===== src/hw/rtl/assert_macros.svh =====
// assertion macros used by the top-level rtl file
`ifndef ASSERT_MACROS_SVH
`define ASSERT_MACROS_SVH

// clocked check, disabled while reset is asserted
`define LVN_ASSERT(name, prop, msg) \
	name: assert property (@(posedge clk) disable iff (!arst_n) (prop)) else $error(msg);

// check that a condition holds in the cycle after a trigger
`define LVN_ASSERT_NEXT(name, trig, prop, msg) \
	name: assert property (@(posedge clk) disable iff (!arst_n) (trig) |=> (prop)) else $error(msg);

`endif


===== src/hw/rtl/lvn_pkg.sv =====
// shared constants and types of the vector normaliser
`default_nettype none
package lvn_pkg;
	localparam int MAX_DIM_DEF   = 64;
	localparam int ELEM_BITS_DEF = 16;
	localparam int CFG_W         = 7;
	localparam logic [CFG_W-1:0] LEN_RESET = 7'd32;
	localparam int VNUM_W        = 16;
	localparam int OUT_W         = 16;
	// quotient of 2^32 * mag^2 / sum, at most 2^32
	localparam int QW            = 33;
	localparam int RADW          = 34;
	localparam int ROOTW         = 17;
	localparam int SRW           = 20;
	localparam int STEP_W        = 6;
	localparam logic [ROOTW-1:0] POS_LIMIT = 17'd32767;
	localparam logic [ROOTW-1:0] NEG_LIMIT = 17'd32768;
	localparam logic [ROOTW-1:0] WRAP_16   = 17'h10000;

	typedef struct packed {
		logic en;
		logic bank;
	} rel_t;
endpackage
`default_nettype wire


===== src/hw/rtl/lvn_store.sv =====
// double-banked element memory with registered read
`default_nettype none
module lvn_store #(
	parameter int MAX_DIM   = lvn_pkg::MAX_DIM_DEF,
	parameter int ELEM_BITS = lvn_pkg::ELEM_BITS_DEF
) (
	input  wire logic                                  clk,
	input  wire logic                                  wr_en,
	input  wire logic [((MAX_DIM > 1) ? $clog2(MAX_DIM) : 1):0] wr_addr,
	input  wire logic [ELEM_BITS-1:0]                  wr_data,
	input  wire logic                                  rd_en,
	input  wire logic [((MAX_DIM > 1) ? $clog2(MAX_DIM) : 1):0] rd_addr,
	output logic      [ELEM_BITS-1:0]                  rd_data
);
	localparam int AW    = (MAX_DIM > 1) ? $clog2(MAX_DIM) : 1;
	localparam int DEPTH = 2 ** (AW + 1);

	logic [ELEM_BITS-1:0] mem_q [DEPTH];

	always_ff @(posedge clk) begin
		if (wr_en) begin
			mem_q[wr_addr] <= wr_data;
		end
	end

	always_ff @(posedge clk) begin
		if (rd_en) begin
			rd_data <= mem_q[rd_addr];
		end
	end
endmodule
`default_nettype wire


===== src/hw/rtl/lvn_queue.sv =====
// two-entry job queue between front and back
`default_nettype none
module lvn_queue #(
	parameter int W = 8
) (
	input  wire logic         clk,
	input  wire logic         arst_n,
	input  wire logic         push,
	input  wire logic [W-1:0] din,
	input  wire logic         pop,
	output logic      [W-1:0] dout,
	output logic              empty,
	output logic              full,
	output logic      [1:0]   level
);
	logic [W-1:0] mem_q [2];
	logic         wr_ptr_q;
	logic         rd_ptr_q;
	logic [1:0]   level_q;

	always_ff @(posedge clk) begin
		if (push) begin
			mem_q[wr_ptr_q] <= din;
		end
	end

	always_ff @(posedge clk or negedge arst_n) begin
		if (!arst_n) begin
			wr_ptr_q <= 1'b0;
			rd_ptr_q <= 1'b0;
			level_q  <= 2'd0;
		end else begin
			if (push) wr_ptr_q <= ~wr_ptr_q;
			if (pop)  rd_ptr_q <= ~rd_ptr_q;
			if (push && !pop)      level_q <= level_q + 2'd1;
			else if (pop && !push) level_q <= level_q - 2'd1;
		end
	end

	assign dout  = mem_q[rd_ptr_q];
	assign empty = (level_q == 2'd0);
	assign full  = (level_q == 2'd2);
	assign level = level_q;
endmodule
`default_nettype wire


===== src/hw/rtl/lvn_front.sv =====
// front end: takes elements, stores them, sums squares, posts jobs
`default_nettype none
module lvn_front #(
	parameter int MAX_DIM   = lvn_pkg::MAX_DIM_DEF,
	parameter int ELEM_BITS = lvn_pkg::ELEM_BITS_DEF,
	parameter int CW        = $clog2(MAX_DIM + 1),
	parameter int SW        = 2 * ELEM_BITS - 1 + $clog2(MAX_DIM),
	parameter int JW        = SW + CW + 1 + lvn_pkg::VNUM_W + 1
) (
	input  wire logic                                  clk,
	input  wire logic                                  arst_n,
	input  wire logic [lvn_pkg::CFG_W-1:0]             vector_length,
	input  wire logic                                  in_valid,
	output logic                                       in_stall,
	input  wire logic [15:0]                           element_value,
	output logic                                       wr_en,
	output logic      [((MAX_DIM > 1) ? $clog2(MAX_DIM) : 1):0] wr_addr,
	output logic      [ELEM_BITS-1:0]                  wr_data,
	output logic                                       push,
	output logic      [JW-1:0]                         job,
	input  wire lvn_pkg::rel_t                         rel,
	output logic      [1:0]                            bank_busy
);
	localparam int AW    = (MAX_DIM > 1) ? $clog2(MAX_DIM) : 1;
	localparam int MAG2W = 2 * ELEM_BITS - 1;

	logic [CW-1:0]                 cnt_q;
	logic [SW-1:0]                 sum_q;
	logic                          bank_q;
	logic [lvn_pkg::VNUM_W-1:0]    vnum_q;
	logic [1:0]                    busy_q;

	logic [CW-1:0]          eff;
	logic [31:0]            raw32;
	logic [ELEM_BITS-1:0]   elem;
	logic [ELEM_BITS-1:0]   mag;
	logic [2*ELEM_BITS-1:0] mag2;
	logic [SW-1:0]          sum_next;
	logic [CW-1:0]          cnt_next;
	logic                   acc;
	logic                   last;
	logic [AW:0]            cnt_ext;
	logic [1:0]             busy_next;

	always_comb begin
		if (vector_length == '0) begin
			eff = CW'(1);
		end else if (vector_length > lvn_pkg::CFG_W'(MAX_DIM)) begin
			eff = CW'(MAX_DIM);
		end else begin
			eff = vector_length[CW-1:0];
		end
	end

	assign raw32    = {16'b0, element_value};
	assign elem     = raw32[ELEM_BITS-1:0];
	assign mag      = elem[ELEM_BITS-1] ? (~elem + 1'b1) : elem;
	assign mag2     = mag * mag;
	assign sum_next = sum_q + SW'(mag2[MAG2W-1:0]);
	assign cnt_next = cnt_q + 1'b1;
	assign in_stall = busy_q[bank_q];
	assign acc      = in_valid && !in_stall;
	assign last     = (cnt_next >= eff);
	assign cnt_ext  = (AW + 1)'(cnt_q);

	assign wr_en   = acc;
	assign wr_addr = {bank_q, cnt_ext[AW-1:0]};
	assign wr_data = elem;
	assign push    = acc && last;
	assign job     = {sum_next, cnt_next, bank_q, vnum_q, (sum_next != '0)};
	assign bank_busy = busy_q;

	// released bank and newly filled bank are never the same one
	always_comb begin
		busy_next = busy_q;
		if (rel.en) busy_next[rel.bank] = 1'b0;
		if (acc && last) busy_next[bank_q] = 1'b1;
	end

	always_ff @(posedge clk or negedge arst_n) begin
		if (!arst_n) begin
			cnt_q  <= '0;
			sum_q  <= '0;
			bank_q <= 1'b0;
			vnum_q <= '0;
			busy_q <= '0;
		end else begin
			busy_q <= busy_next;
			if (acc) begin
				if (last) begin
					cnt_q  <= '0;
					sum_q  <= '0;
					bank_q <= ~bank_q;
					vnum_q <= vnum_q + 1'b1;
				end else begin
					cnt_q <= cnt_next;
					sum_q <= sum_next;
				end
			end
		end
	end
endmodule
`default_nettype wire


===== src/hw/rtl/lvn_back.sv =====
// back end: per element divide and square root, result register
`default_nettype none
module lvn_back #(
	parameter int MAX_DIM   = lvn_pkg::MAX_DIM_DEF,
	parameter int ELEM_BITS = lvn_pkg::ELEM_BITS_DEF,
	parameter int CW        = $clog2(MAX_DIM + 1),
	parameter int SW        = 2 * ELEM_BITS - 1 + $clog2(MAX_DIM),
	parameter int JW        = SW + CW + 1 + lvn_pkg::VNUM_W + 1
) (
	input  wire logic                                  clk,
	input  wire logic                                  arst_n,
	input  wire logic                                  q_empty,
	input  wire logic [JW-1:0]                         q_data,
	output logic                                       q_pop,
	output logic                                       rd_en,
	output logic      [((MAX_DIM > 1) ? $clog2(MAX_DIM) : 1):0] rd_addr,
	input  wire logic [ELEM_BITS-1:0]                  rd_data,
	output lvn_pkg::rel_t                              rel,
	output logic                                       out_valid,
	input  wire logic                                  out_stall,
	output logic      [lvn_pkg::OUT_W-1:0]             normalized_value,
	output logic                                       vector_nonzero,
	output logic      [lvn_pkg::VNUM_W-1:0]            vector_number,
	output logic                                       last_of_vector
);
	localparam int AW    = (MAX_DIM > 1) ? $clog2(MAX_DIM) : 1;
	localparam int MAG2W = 2 * ELEM_BITS - 1;
	localparam int QW    = lvn_pkg::QW;
	localparam int RADW  = lvn_pkg::RADW;
	localparam int ROOTW = lvn_pkg::ROOTW;
	localparam int SRW   = lvn_pkg::SRW;
	localparam int STW   = lvn_pkg::STEP_W;

	localparam logic [2:0] ST_IDLE = 3'd0;
	localparam logic [2:0] ST_READ = 3'd1;
	localparam logic [2:0] ST_LOAD = 3'd2;
	localparam logic [2:0] ST_INIT = 3'd3;
	localparam logic [2:0] ST_DIV  = 3'd4;
	localparam logic [2:0] ST_SQRT = 3'd5;
	localparam logic [2:0] ST_EMIT = 3'd6;

	logic [2:0]                 state_q;
	logic [SW-1:0]              sum_q;
	logic [CW-1:0]              n_q;
	logic                       bank_q;
	logic [lvn_pkg::VNUM_W-1:0] vnum_q;
	logic                       nz_q;
	logic [CW-1:0]              k_q;
	logic [ELEM_BITS-1:0]       x_q;
	logic [MAG2W-1:0]           mag2_q;
	logic [SW-1:0]              rem_q;
	logic [QW-1:0]              quo_q;
	logic [STW-1:0]             step_q;
	logic [RADW-1:0]            rad_q;
	logic [SRW-1:0]             srem_q;
	logic [ROOTW-1:0]           root_q;
	logic                       ov_q;

	logic [ELEM_BITS-1:0]   mag;
	logic [2*ELEM_BITS-1:0] mag2;
	logic                   div_bit;
	logic [SW:0]            div_sh;
	logic                   div_ge;
	logic [QW-1:0]          quo_next;
	logic [SRW-1:0]         sq_sh;
	logic [SRW-1:0]         sq_trial;
	logic                   sq_ge;
	logic [ROOTW:0]         root_inc;
	logic [ROOTW-1:0]       m;
	logic [ROOTW-1:0]       m_neg;
	logic [ROOTW-1:0]       neg_val;
	logic [31:0]            x_ext;
	logic [lvn_pkg::OUT_W-1:0] res;
	logic                   out_free;
	logic                   is_last;
	logic [AW:0]            k_ext;
	logic                   ov_next;

	assign mag  = rd_data[ELEM_BITS-1] ? (~rd_data + 1'b1) : rd_data;
	assign mag2 = mag * mag;

	// restoring division, one quotient bit per cycle
	assign div_bit  = (step_q == STW'(QW - 1)) ? mag2_q[0] : 1'b0;
	assign div_sh   = {rem_q, div_bit};
	assign div_ge   = (div_sh >= {1'b0, sum_q});
	assign quo_next = {quo_q[QW-2:0], div_ge};

	// digit-by-digit square root, two radicand bits per cycle
	assign sq_sh    = {srem_q[SRW-3:0], rad_q[RADW-1 -: 2]};
	assign sq_trial = SRW'({root_q, 2'b01});
	assign sq_ge    = (sq_sh >= sq_trial);

	// round half away: largest m with 2m-1 <= isqrt(q)
	assign root_inc = {1'b0, root_q} + 1'b1;
	assign m        = root_inc[ROOTW:1];
	assign m_neg    = (m > lvn_pkg::NEG_LIMIT) ? lvn_pkg::NEG_LIMIT : m;
	assign neg_val  = lvn_pkg::WRAP_16 - m_neg;
	assign x_ext    = {{(32 - ELEM_BITS){x_q[ELEM_BITS-1]}}, x_q};

	always_comb begin
		if (!nz_q) begin
			res = x_ext[lvn_pkg::OUT_W-1:0];
		end else if (x_q[ELEM_BITS-1]) begin
			res = neg_val[lvn_pkg::OUT_W-1:0];
		end else if (m > lvn_pkg::POS_LIMIT) begin
			res = lvn_pkg::POS_LIMIT[lvn_pkg::OUT_W-1:0];
		end else begin
			res = m[lvn_pkg::OUT_W-1:0];
		end
	end

	assign out_free = !ov_q || !out_stall;
	assign is_last  = (k_q + 1'b1 == n_q);
	assign k_ext    = (AW + 1)'(k_q);
	assign ov_next  = ((state_q == ST_EMIT) && out_free) || (ov_q && out_stall);

	assign q_pop   = (state_q == ST_IDLE) && !q_empty;
	assign rd_en   = (state_q == ST_READ);
	assign rd_addr = {bank_q, k_ext[AW-1:0]};
	assign rel.en   = (state_q == ST_EMIT) && out_free && is_last;
	assign rel.bank = bank_q;
	assign out_valid = ov_q;

	always_ff @(posedge clk or negedge arst_n) begin
		if (!arst_n) begin
			state_q <= ST_IDLE;
			ov_q    <= 1'b0;
		end else begin
			ov_q <= ov_next;
			unique case (state_q)
				ST_IDLE: begin
					if (!q_empty) state_q <= ST_READ;
				end
				ST_READ: begin
					state_q <= ST_LOAD;
				end
				ST_LOAD: begin
					state_q <= nz_q ? ST_INIT : ST_EMIT;
				end
				ST_INIT: begin
					state_q <= ST_DIV;
				end
				ST_DIV: begin
					if (step_q == '0) state_q <= ST_SQRT;
				end
				ST_SQRT: begin
					if (step_q == '0) state_q <= ST_EMIT;
				end
				ST_EMIT: begin
					if (out_free) begin
						state_q <= is_last ? ST_IDLE : ST_READ;
					end
				end
				default: begin
					state_q <= ST_IDLE;
				end
			endcase
		end
	end

	always_ff @(posedge clk) begin
		case (state_q)
			ST_IDLE: begin
				if (!q_empty) begin
					{sum_q, n_q, bank_q, vnum_q, nz_q} <= q_data;
					k_q <= '0;
				end
			end
			ST_LOAD: begin
				x_q    <= rd_data;
				mag2_q <= mag2[MAG2W-1:0];
			end
			ST_INIT: begin
				rem_q  <= {{(SW - MAG2W + 1){1'b0}}, mag2_q[MAG2W-1:1]};
				quo_q  <= '0;
				step_q <= STW'(QW - 1);
			end
			ST_DIV: begin
				rem_q  <= div_ge ? SW'(div_sh - {1'b0, sum_q}) : div_sh[SW-1:0];
				quo_q  <= quo_next;
				if (step_q == '0) begin
					rad_q  <= RADW'(quo_next);
					srem_q <= '0;
					root_q <= '0;
					step_q <= STW'(ROOTW - 1);
				end else begin
					step_q <= step_q - 1'b1;
				end
			end
			ST_SQRT: begin
				srem_q <= sq_ge ? (sq_sh - sq_trial) : sq_sh;
				root_q <= {root_q[ROOTW-2:0], sq_ge};
				rad_q  <= {rad_q[RADW-3:0], 2'b00};
				step_q <= step_q - 1'b1;
			end
			ST_EMIT: begin
				if (out_free) begin
					normalized_value <= res;
					vector_nonzero   <= nz_q;
					vector_number    <= vnum_q;
					last_of_vector   <= is_last;
					k_q              <= k_q + 1'b1;
				end
			end
			default: begin
			end
		endcase
	end
endmodule
`default_nettype wire


===== src/hw/rtl/l2_vector_normalizer.sv =====
// the last beat of a vector queues its job; the back end reads, divides, roots and emits
// each result of a nonzero vector takes a 33-step divide and a 17-step root, one at a time
// an all-zero vector skips both; input takes 1 beat per cycle unless stalled
// input stalls only while both element banks hold vectors not yet fully emitted
// reset: asynchronous active low, clears counts, sums, queue, bank flags, length to 32
`default_nettype none
`include "assert_macros.svh"
module l2_vector_normalizer #(
	parameter int MAX_DIM   = lvn_pkg::MAX_DIM_DEF,
	parameter int ELEM_BITS = lvn_pkg::ELEM_BITS_DEF
) (
	input  wire logic                         clk,
	input  wire logic                         arst_n,
	// configuration write channel
	input  wire logic                         cfg_valid,
	output logic                              cfg_ready,
	input  wire logic [lvn_pkg::CFG_W-1:0]    vector_length,
	// element input
	input  wire logic                         in_valid,
	output logic                              in_stall,
	input  wire logic [15:0]                  element_value,
	// result output
	output logic                              out_valid,
	input  wire logic                         out_stall,
	output logic      [lvn_pkg::OUT_W-1:0]    normalized_value,
	output logic                              vector_nonzero,
	output logic      [lvn_pkg::VNUM_W-1:0]   vector_number,
	output logic                              last_of_vector
);
	localparam int AW = (MAX_DIM > 1) ? $clog2(MAX_DIM) : 1;
	localparam int CW = $clog2(MAX_DIM + 1);
	// sum of squares width: max element square times max length
	localparam int SW = 2 * ELEM_BITS - 1 + $clog2(MAX_DIM);
	localparam int JW = SW + CW + 1 + lvn_pkg::VNUM_W + 1;

	logic [lvn_pkg::CFG_W-1:0] len_q;

	// element memory traffic
	logic                 wr_en;
	logic [AW:0]          wr_addr;
	logic [ELEM_BITS-1:0] wr_data;
	logic                 rd_en;
	logic [AW:0]          rd_addr;
	logic [ELEM_BITS-1:0] rd_data;

	// job queue
	logic          push;
	logic [JW-1:0] job_in;
	logic          pop;
	logic [JW-1:0] job_out;
	logic          q_empty;
	logic          q_full;
	logic [1:0]    q_level;

	lvn_pkg::rel_t rel;
	logic [1:0]    bank_busy;

	// register is always writable; config only changes while idle is up to the user, not enforced
	assign cfg_ready = 1'b1;

	always_ff @(posedge clk or negedge arst_n) begin
		if (!arst_n) begin
			len_q <= lvn_pkg::LEN_RESET;
		end else if (cfg_valid && cfg_ready) begin
			len_q <= vector_length;
		end
	end

	// front: one element per beat into the free bank
	lvn_front #(
		.MAX_DIM   (MAX_DIM),
		.ELEM_BITS (ELEM_BITS),
		.CW        (CW),
		.SW        (SW),
		.JW        (JW)
	) u_front (
		.clk           (clk),
		.arst_n        (arst_n),
		.vector_length (len_q),
		.in_valid      (in_valid),
		.in_stall      (in_stall),
		.element_value (element_value),
		.wr_en         (wr_en),
		.wr_addr       (wr_addr),
		.wr_data       (wr_data),
		.push          (push),
		.job           (job_in),
		.rel           (rel),
		.bank_busy     (bank_busy)
	);

	// two banks, so one vector fills while the other drains
	lvn_store #(
		.MAX_DIM   (MAX_DIM),
		.ELEM_BITS (ELEM_BITS)
	) u_store (
		.clk     (clk),
		.wr_en   (wr_en),
		.wr_addr (wr_addr),
		.wr_data (wr_data),
		.rd_en   (rd_en),
		.rd_addr (rd_addr),
		.rd_data (rd_data)
	);

	// finished vectors waiting for the back end
	lvn_queue #(
		.W (JW)
	) u_queue (
		.clk    (clk),
		.arst_n (arst_n),
		.push   (push),
		.din    (job_in),
		.pop    (pop),
		.dout   (job_out),
		.empty  (q_empty),
		.full   (q_full),
		.level  (q_level)
	);

	// back: divide and root per element, holds one result beat
	lvn_back #(
		.MAX_DIM   (MAX_DIM),
		.ELEM_BITS (ELEM_BITS),
		.CW        (CW),
		.SW        (SW),
		.JW        (JW)
	) u_back (
		.clk              (clk),
		.arst_n           (arst_n),
		.q_empty          (q_empty),
		.q_data           (job_out),
		.q_pop            (pop),
		.rd_en            (rd_en),
		.rd_addr          (rd_addr),
		.rd_data          (rd_data),
		.rel              (rel),
		.out_valid        (out_valid),
		.out_stall        (out_stall),
		.normalized_value (normalized_value),
		.vector_nonzero   (vector_nonzero),
		.vector_number    (vector_number),
		.last_of_vector   (last_of_vector)
	);

	// a queued or draining vector always holds its bank
	`LVN_ASSERT(a_push_not_full, !(push && q_full), "job pushed into a full queue")
	`LVN_ASSERT(a_pop_not_empty, !(pop && q_empty), "job popped from an empty queue")
	`LVN_ASSERT(a_banks_cover_queue, $countones(bank_busy) >= q_level,
		"queued jobs exceed busy banks")
	`LVN_ASSERT_NEXT(a_release_frees, rel.en && !push, !bank_busy[$past(rel.bank)],
		"released bank still busy")
endmodule
`default_nettype wire

===== config.mk =====
export PLATFORM = sky130hd
export DESIGN_NAME = l2_vector_normalizer
export DESIGN_NICKNAME = d
export VERILOG_FILES = /design/src/hw/rtl/lvn_pkg.sv /design/src/hw/rtl/lvn_store.sv /design/src/hw/rtl/lvn_queue.sv /design/src/hw/rtl/lvn_front.sv /design/src/hw/rtl/lvn_back.sv /design/src/hw/rtl/l2_vector_normalizer.sv
export VERILOG_INCLUDE_DIRS = /design/src /design/src/hw/rtl
export SDC_FILE = /design/constraint.sdc
export NUM_CORES = 2
export LEC_CHECK = 0
export ABC_AREA = 1
export ABC_CLOCK_PERIOD_IN_PS = 16600
export BUFFER_PORTS_ARGS = -buffer_cell sky130_fd_sc_hd__buf_2
export CORE_MARGIN = 3
export CORE_UTILIZATION = 55
export DETAILED_ROUTE_END_ITERATION = 10
export PLACE_DENSITY = 0.69
export SKIP_LAST_GASP = 1
export SLEW_MARGIN = 40
export SYNTH_ARGS = -nofsm -noshare
export SYNTH_HDL_FRONTEND = slang
export SYNTH_SLANG_ARGS = --single-unit

===== constraint.sdc =====
create_clock -name clk -period 16.6 [get_ports clk]
set_clock_uncertainty 0.2 [all_clocks]
set_input_delay 3.32 -clock clk [delete_from_list [all_inputs] [get_ports clk]]
set_output_delay 3.32 -clock clk [all_outputs]
set_load 0.1 [all_outputs]

---- Word-level counts from Yosys, hierarchy flattened ----
Memories as Yosys holds them, arrays and structs flattened. A register that Yosys moved wholly into a read port is not among the register bits.
Index checks and enable logic that the tools add are counted.
word-level totals
  bits in registers ....................... 310
  bits in writable memories ............... 2172
  input bits .............................. 28
  output and inout port bits .............. 37
  word-level logic and storage cells ...... 153
  memories ................................ 2
operators by class
  add/subtract/negate cells ............... 13
  $mul .................................... 2
  order comparisons ....................... 10
  equal/unequal tests ..................... 12
  mux-type cells .......................... 47
  bitwise logic cells ..................... 9
  reduce and logical (&&, ||, !) cells .... 34
memories
  memory         depth  bits a word  rd ports  clocked after memory_dff  write ports  line             source
  u_store.mem_q  128    16           1         1                         1            lvn_store.sv:18  logic [ELEM_BITS-1:0] mem_q [DEPTH];
  u_queue.mem_q  2      62           1         1                         1            lvn_queue.sv:16  logic [W-1:0] mem_q [2];
operators with widths
  operator                                                                 count
  16-bit two-way mux                                                       6
  37-bit two-way mux                                                       2
  37-bit case mux with 2 select lines                                      1
  34-bit case mux with 2 select lines                                      1
  32-bit case mux with 2 select lines                                      1
  16-bit by 16-bit multiplier with 31-bit output                           2
  16-bit by 1-bit adder with 16-bit output (second input constant)         3
  38-bit by 37-bit >= comparator with 1-bit output                         1
  37-bit by 31-bit adder with 37-bit output                                1
  37-bit nonzero test                                                      1
  37-bit subtractor                                                        1
  18-bit two-way mux                                                       2
  18-bit case mux with 2 select lines                                      1
  7-bit two-way mux                                                        5
  34-bit two-way mux                                                       1
  17-bit case mux with 2 select lines                                      1
  16-bit NOT                                                               2
  3-bit case mux with 7 select lines                                       1
  20-bit by 19-bit >= comparator with 1-bit output                         1
  17-bit by 1-bit adder with 18-bit output (second input constant)         1
  6-bit case mux with 3 select lines                                       1
  18-bit subtractor                                                        1
  17-bit by 15-bit > comparator with 1-bit output (second input constant)  1
  17-bit by 16-bit > comparator with 1-bit output (second input constant)  1
  other kinds (39)                                                         88

---- Longest topological paths before layout ----
  depth in word-level cells ............... 9
  gate-level depth with buffers ........... 51
  gate-level depth less buffers ........... 51

---- By module ----
A second synthesis with hierarchy kept.
second synthesis, totals
  cell total of the unflattened synthesis .. 11450
  area, all modules ....................... 124424.3 µm²
by module, submodules not included
  module                instances  cells each  area each (µm²)  seq. area each (µm²)
  lvn_store             1          6793        82988.3          61979.4
  lvn_back              1          2520        22801.9          8868.5
  lvn_front             1          1887        13371.6          1576.5
  lvn_queue             1          218         4981.0           3823.7
  l2_vector_normalizer  1          32          281.5            176.4

---- Least setup slack after synthesis ----
No wires, ideal clock.
  path type ............................... input to register
  start point ............................. input element_value[0]
  end point ............................... memory u_queue.mem_q[0][0] (netlist name), data pin
  library setup time ...................... 0.267 ns
  arrival time ............................ 11.612 ns
  data required time ...................... 16.133 ns
  path slack .............................. 4.521 ns
  stages .................................. 46
  cells stage by stage .................... inv_2 > clkbuf_1 > ha_1 > inv_1 > nor3_1 > nand3_1 > nor2_1 > and3_1 > a31oi_1 > xor2_1 > clkbuf_1 > nand2_1 > fa_1 > fa_1 > inv_1 > fa_1 > fa_1 > fa_1 > (+10 left out) > nand2_1 > nand2_1 > a21oi_1 > xor2_1 > inv_1 > ha_1 > inv_1 > nor3_1 > inv_1 > nor2_1 > nand3_1 > nand2_1 > xor2_1 > nand2_1 > nor2_1 > nand2_1 > nor2_1 > nand3_1
between the ends
  word-level cells in the longest chain between the ends .. 6
ends and longest elaborated chain
  what                                              line                        source
  from (decl)                                       l2_vector_normalizer.sv:21  input wire logic [15:0] element_value,
  16-bit NOT                                        lvn_front.sv:57             assign mag = elem[ELEM_BITS-1] ? (~elem + 1'b1) : elem;
  16-bit by 1-bit adder with 16-bit output          lvn_front.sv:57
  16-bit two-way mux *                              lvn_front.sv:57
  16-bit by 16-bit multiplier with 31-bit output *  lvn_front.sv:58             assign mag2 = mag * mag;
  37-bit by 31-bit adder with 37-bit output *       lvn_front.sv:59             assign sum_next = sum_q + SW'(mag2[MAG2W-1:0]);
  37-bit nonzero test *                             lvn_front.sv:70             assign job = {sum_next, cnt_next, bank_q, vnum_q, (sum_next != '0)};
  net job_in[0]                                     l2_vector_normalizer.sv:48  logic [JW-1:0] job_in;
  to (decl)                                         lvn_queue.sv:16
The timed path passes the listed nets; every way through them passes the cells marked *.

---- Worst setup path in the final report ----
  start point ............................. input element_value[0]
  end point ............................... memory u_queue.mem_q[1][0] (netlist name), data pin
The elaborated chain is that of the path after synthesis.

==> results.tsv <==
stage	metric	value	unit
status	outcome	finished, final reports clean	
layout	final net count	11350	
timing	Peak Freq	0.08046	GHz
cts	clock-pin slew on the worst setup and hold paths	60	ps
worst_setup_path	Top cell by count, worst path	inv_1	
timing	RSZ-0062 raised after global routing	no	
synthesis	Avg Cell Area, Syn	11.34	sq um
power	Total Power	22.04	mW
timing	Slew Viols, Final	0	
place	Post-Place Cell Area	124600	sq um
die	IO Count	65	
power	Net Sw Frac	37.52	%
worst_setup_path	CP max-delay cell	fa_1	
worst_setup_path	Worst setup SP type	input port	
synthesis	Synth Register Bits	2558	
synthesis	Yosys cell types	60	
worst_setup_path	CP required	17040	ps
layout	Area Growth Syn to Fin	10.42	%
route	Initial DRC Count	10920	
cts	Root Driver	clkbuf_16	
cts	total CTS buffers	283	
timing	fin crit period	12430	ps
route	Routed Antenna Nets	0	
power	Comb pwr share	37.9	%
synthesis	asr flop ratio synth	3.049	%
cts	# clock sinks	2558	
timing	Setup Viol. Count Final	0	
job	Max Cap Viol	0	
route	drt first pass iters	8	
layout	fill count	16930	
place	IO buf count	63	
power	Power Density	165.3	nW/um^2
layout	Final Cell Area	133300	sq um
timing	TNS Setup	0	ps
layout	non-filler cells, final	13760	
worst_setup_path	kind of end point of the critical path	register	
worst_setup_path	CP peak stage delay	580	ps
power	Power Internal	13.77	mW
synthesis	Post-synth EDFFs	2480	
die	Die Y	474.5	um
die	# rows	171	
route	wire per inst	24.22	um
global_route	global-route wire length before repair	499600	um
route	# DRC	0	
synthesis	mapped cell area	120700	sq um
route	WL final	333300	um
synthesis	top-count cell post-synth	edfxtp_1	
timing	relative slew slack	35.69	%
cts	CTS tree	yes	
global_route	largest net degree at the start of global routing	187	
cts	PostCTS Resize Cnt	0	
worst_setup_path	Data arrival, critical path	12870	ps
global_route	total track usage	29.34	%
cts	Clk Latency, worst-skew pair	930	ps
power	Clock Power Share	26.6	%
synthesis	leading area contributor after synthesis	edfxtp_1	
timing	hold_ws	217.3	ps
cts	Setup Fix Bufs, Post-CTS	0	
place	GPL Wtd Cong	0.8934	
worst_setup_path	r2r setup slk	7680	ps
power	P_sw	8.271	mW
power	Lkg Pwr	49.08	nW
cts	clock buffer depth	4	
timing	final hold vios	0	
synthesis	synth top area cells	edfxtp_1 (62%), o21ai_0 (6.3%), nor2_1 (5.9%)	
route	Via Count	83550	
timing	Worst Slack Setup Final	4171	ps
synthesis	Synth warnings	0	
cts	CTS H-tree depth	5	
global_route	number of global-route vias before repair	80780	
place	pre-CTS setup slack	3182	ps
worst_setup_path	crit-path max FO	19	
layout	fin util	61.21	%
global_route	GR Overflow Total	0	
timing	fin crit share	74.87	%
synthesis	Cells after Synth	10650	
layout	layout cell share with drive strength beyond 1	6.891	%
die	Chip Width	474.5	um
route	vias per inst	6.072	
timing	measured slew at the worst slew-check pin	958.7	ps
place	DP HPWL	207500	um
place	Inst Count DP	13270	
synthesis	Synth Flop Type	edfxtp_1	
synthesis	post-synthesis sequential area ratio	63.30	%
die	core area	217800	sq um
cts	number of hold buffers added after cts	0	
worst_setup_path	WS Path Type	in -> reg	
die	Initial Util	55.43	%
power	Max rail drop VDD	463.9	uV
synthesis	synth cell count leaders	edfxtp_1 (2480), nor2_1 (1884), o21ai_0 (1522)	
power	Reg power frac	35.5	%
global_route	initial antenna violation count	20	
synthesis	area share of the largest cell type after synthesis	61.68	%
worst_hold_path	worst hold path type	reg -> reg	
die	DIE AREA	225200	sq um
==> power by group through the flow <==
| stage | clock (mW) | sequential [mW] | combinational (mW) |
|---|---|---|---|
| after global placement | 0 | 7.95 | 8.06 |
| after detailed placement | 0 | 7.96 | 8.22 |
| final | 5.87 | 7.83 | 8.35 |
| after CTS | 5.94 | 7.82 | 8.26 |
| after global routing | 6.21 | 7.84 | 9.39 |
| after floorplan | 0 | 7.93 | 5.76 |
==> worst max-delay path, delay by kind of cell <==
kind	cells	cell delay, ps
adders and majority gates	9	3800
and+or+nand+nor	20	2980
buffers and inverters	11	1270
AOI/OAI and AO/OA	6	980
xor gates and xnor gates	2	440
==> sequential cells by signal, indices dropped and copies added, names as in the netlist, 15 cells and up <==
signal                   cells
u_front.sum_q               37
u_back.quo_q                32
u_back.vector_number        16
u_back.root_q               17
u_store.rd_data             16
u_back.rem_q                37
u_front.vnum_q              16
u_back.sum_q                37
u_back.normalized_value     16
u_back.rad_q                34
u_back.mag2_q               30
u_back.vnum_q               16
u_back.x_q                  15
u_back.srem_q               18
u_store.mem_q             2048
u_queue.mem_q              124
==> kinds of logic (layout without fill, tap and decap cells) <==
group | count (synthesis) | after routing | synth area share, %
multiplexers | 3 | 3 | 0.02798
AND/OR/NAND/NOR | 3307 | 3307 | 10.78
XOR/XNOR | 176 | 176 | 1.277
buffers and inverters | 1459 | 1686 | 4.689
other | 2 | 33 | 0.006220
flip-flops | 2558 | 2558 | 63.30
AO/OA/AOI/OAI | 2523 | 2523 | 11.45
adder cells (fa/ha/maj) | 621 | 621 | 8.468
==> routing by layer <==
metal,part of all wire (%),routed length (um),track usage (%),vias up
met5,0.014,46,0,-
met4,3.8,12830,11.02,8
met2,45,150300,44.80,4310
li1,-,-,-,37410
met3,10,34240,6.037,721
met1,41,135900,41.85,41110
==> path summary, 6_finish.rpt <==
| kind | from | end | cells after the start |
|---|---|---|---|
| worst max register to register | u_store.rd_data[0]$_DFFE_PN_ | u_back.mag2_q[19]$_DFFE_PN_ | 31 |
| worst max-delay path | element_value[0] | u_queue.mem_q[1][0]$_DFFE_PP_ | 48 |
| max in group asynchronous | arst_n | u_front.cnt_ext[1]$_DFFE_PN0P_ | 2 |
| worst min-delay path | u_back.vnum_q[1]$_DFFE_PP_ | u_back.vector_number[1]$_DFFE_PP_ | 0 |
| worst min register to register | u_back.vnum_q[1]$_DFFE_PP_ | u_back.vector_number[1]$_DFFE_PP_ | 0 |
| min in group asynchronous | arst_n | u_front.vnum_q[3]$_DFFE_PN0P_ | 1 |
==> cell type report <==
cell class	instances	area (sq um)	share of cell area (%)
Clock buffer	364	7532	5.650
Clock inverter	115	1006	0.7546
Timing Repair Buffer	286	2321	1.741
Antenna cell	9	22.52	0.01689
Tap cell	2854	3571	2.679
Sequential cell	2558	76430	57.33
Inverter	921	3482	2.612
Multi-Input combinational cell	6654	38960	29.22
==> layout by cell type, fill, tap and decap left out, types with 11 or more instances in the layout <==
master,n
edfxtp_1,2480
a21o_1,20
nor2_2,11
ha_1,294
o211ai_1,13
conb_1,24
o22ai_1,630
nand4_1,36
xnor2_1,73
o21ai_0,1521
or2_2,12
clkbuf_16,288
xor2_1,102
nor3_1,49
o21bai_1,17
a31oi_1,30
buf_12,15
clkbuf_1,72
buf_2,46
fa_1,327
nor2_1,1865
a21oi_1,208
nand2_2,14
nor2_4,18
clkinv_1,62
clkinv_2,30
nand3_1,175
bufinv_16,15
buf_6,19
inv_6,11
nor4_1,14
inv_1,890
buf_4,202
o32ai_1,17
dfrtp_1,76
nand2_1,1090
(Power assumes the default switching activity.)
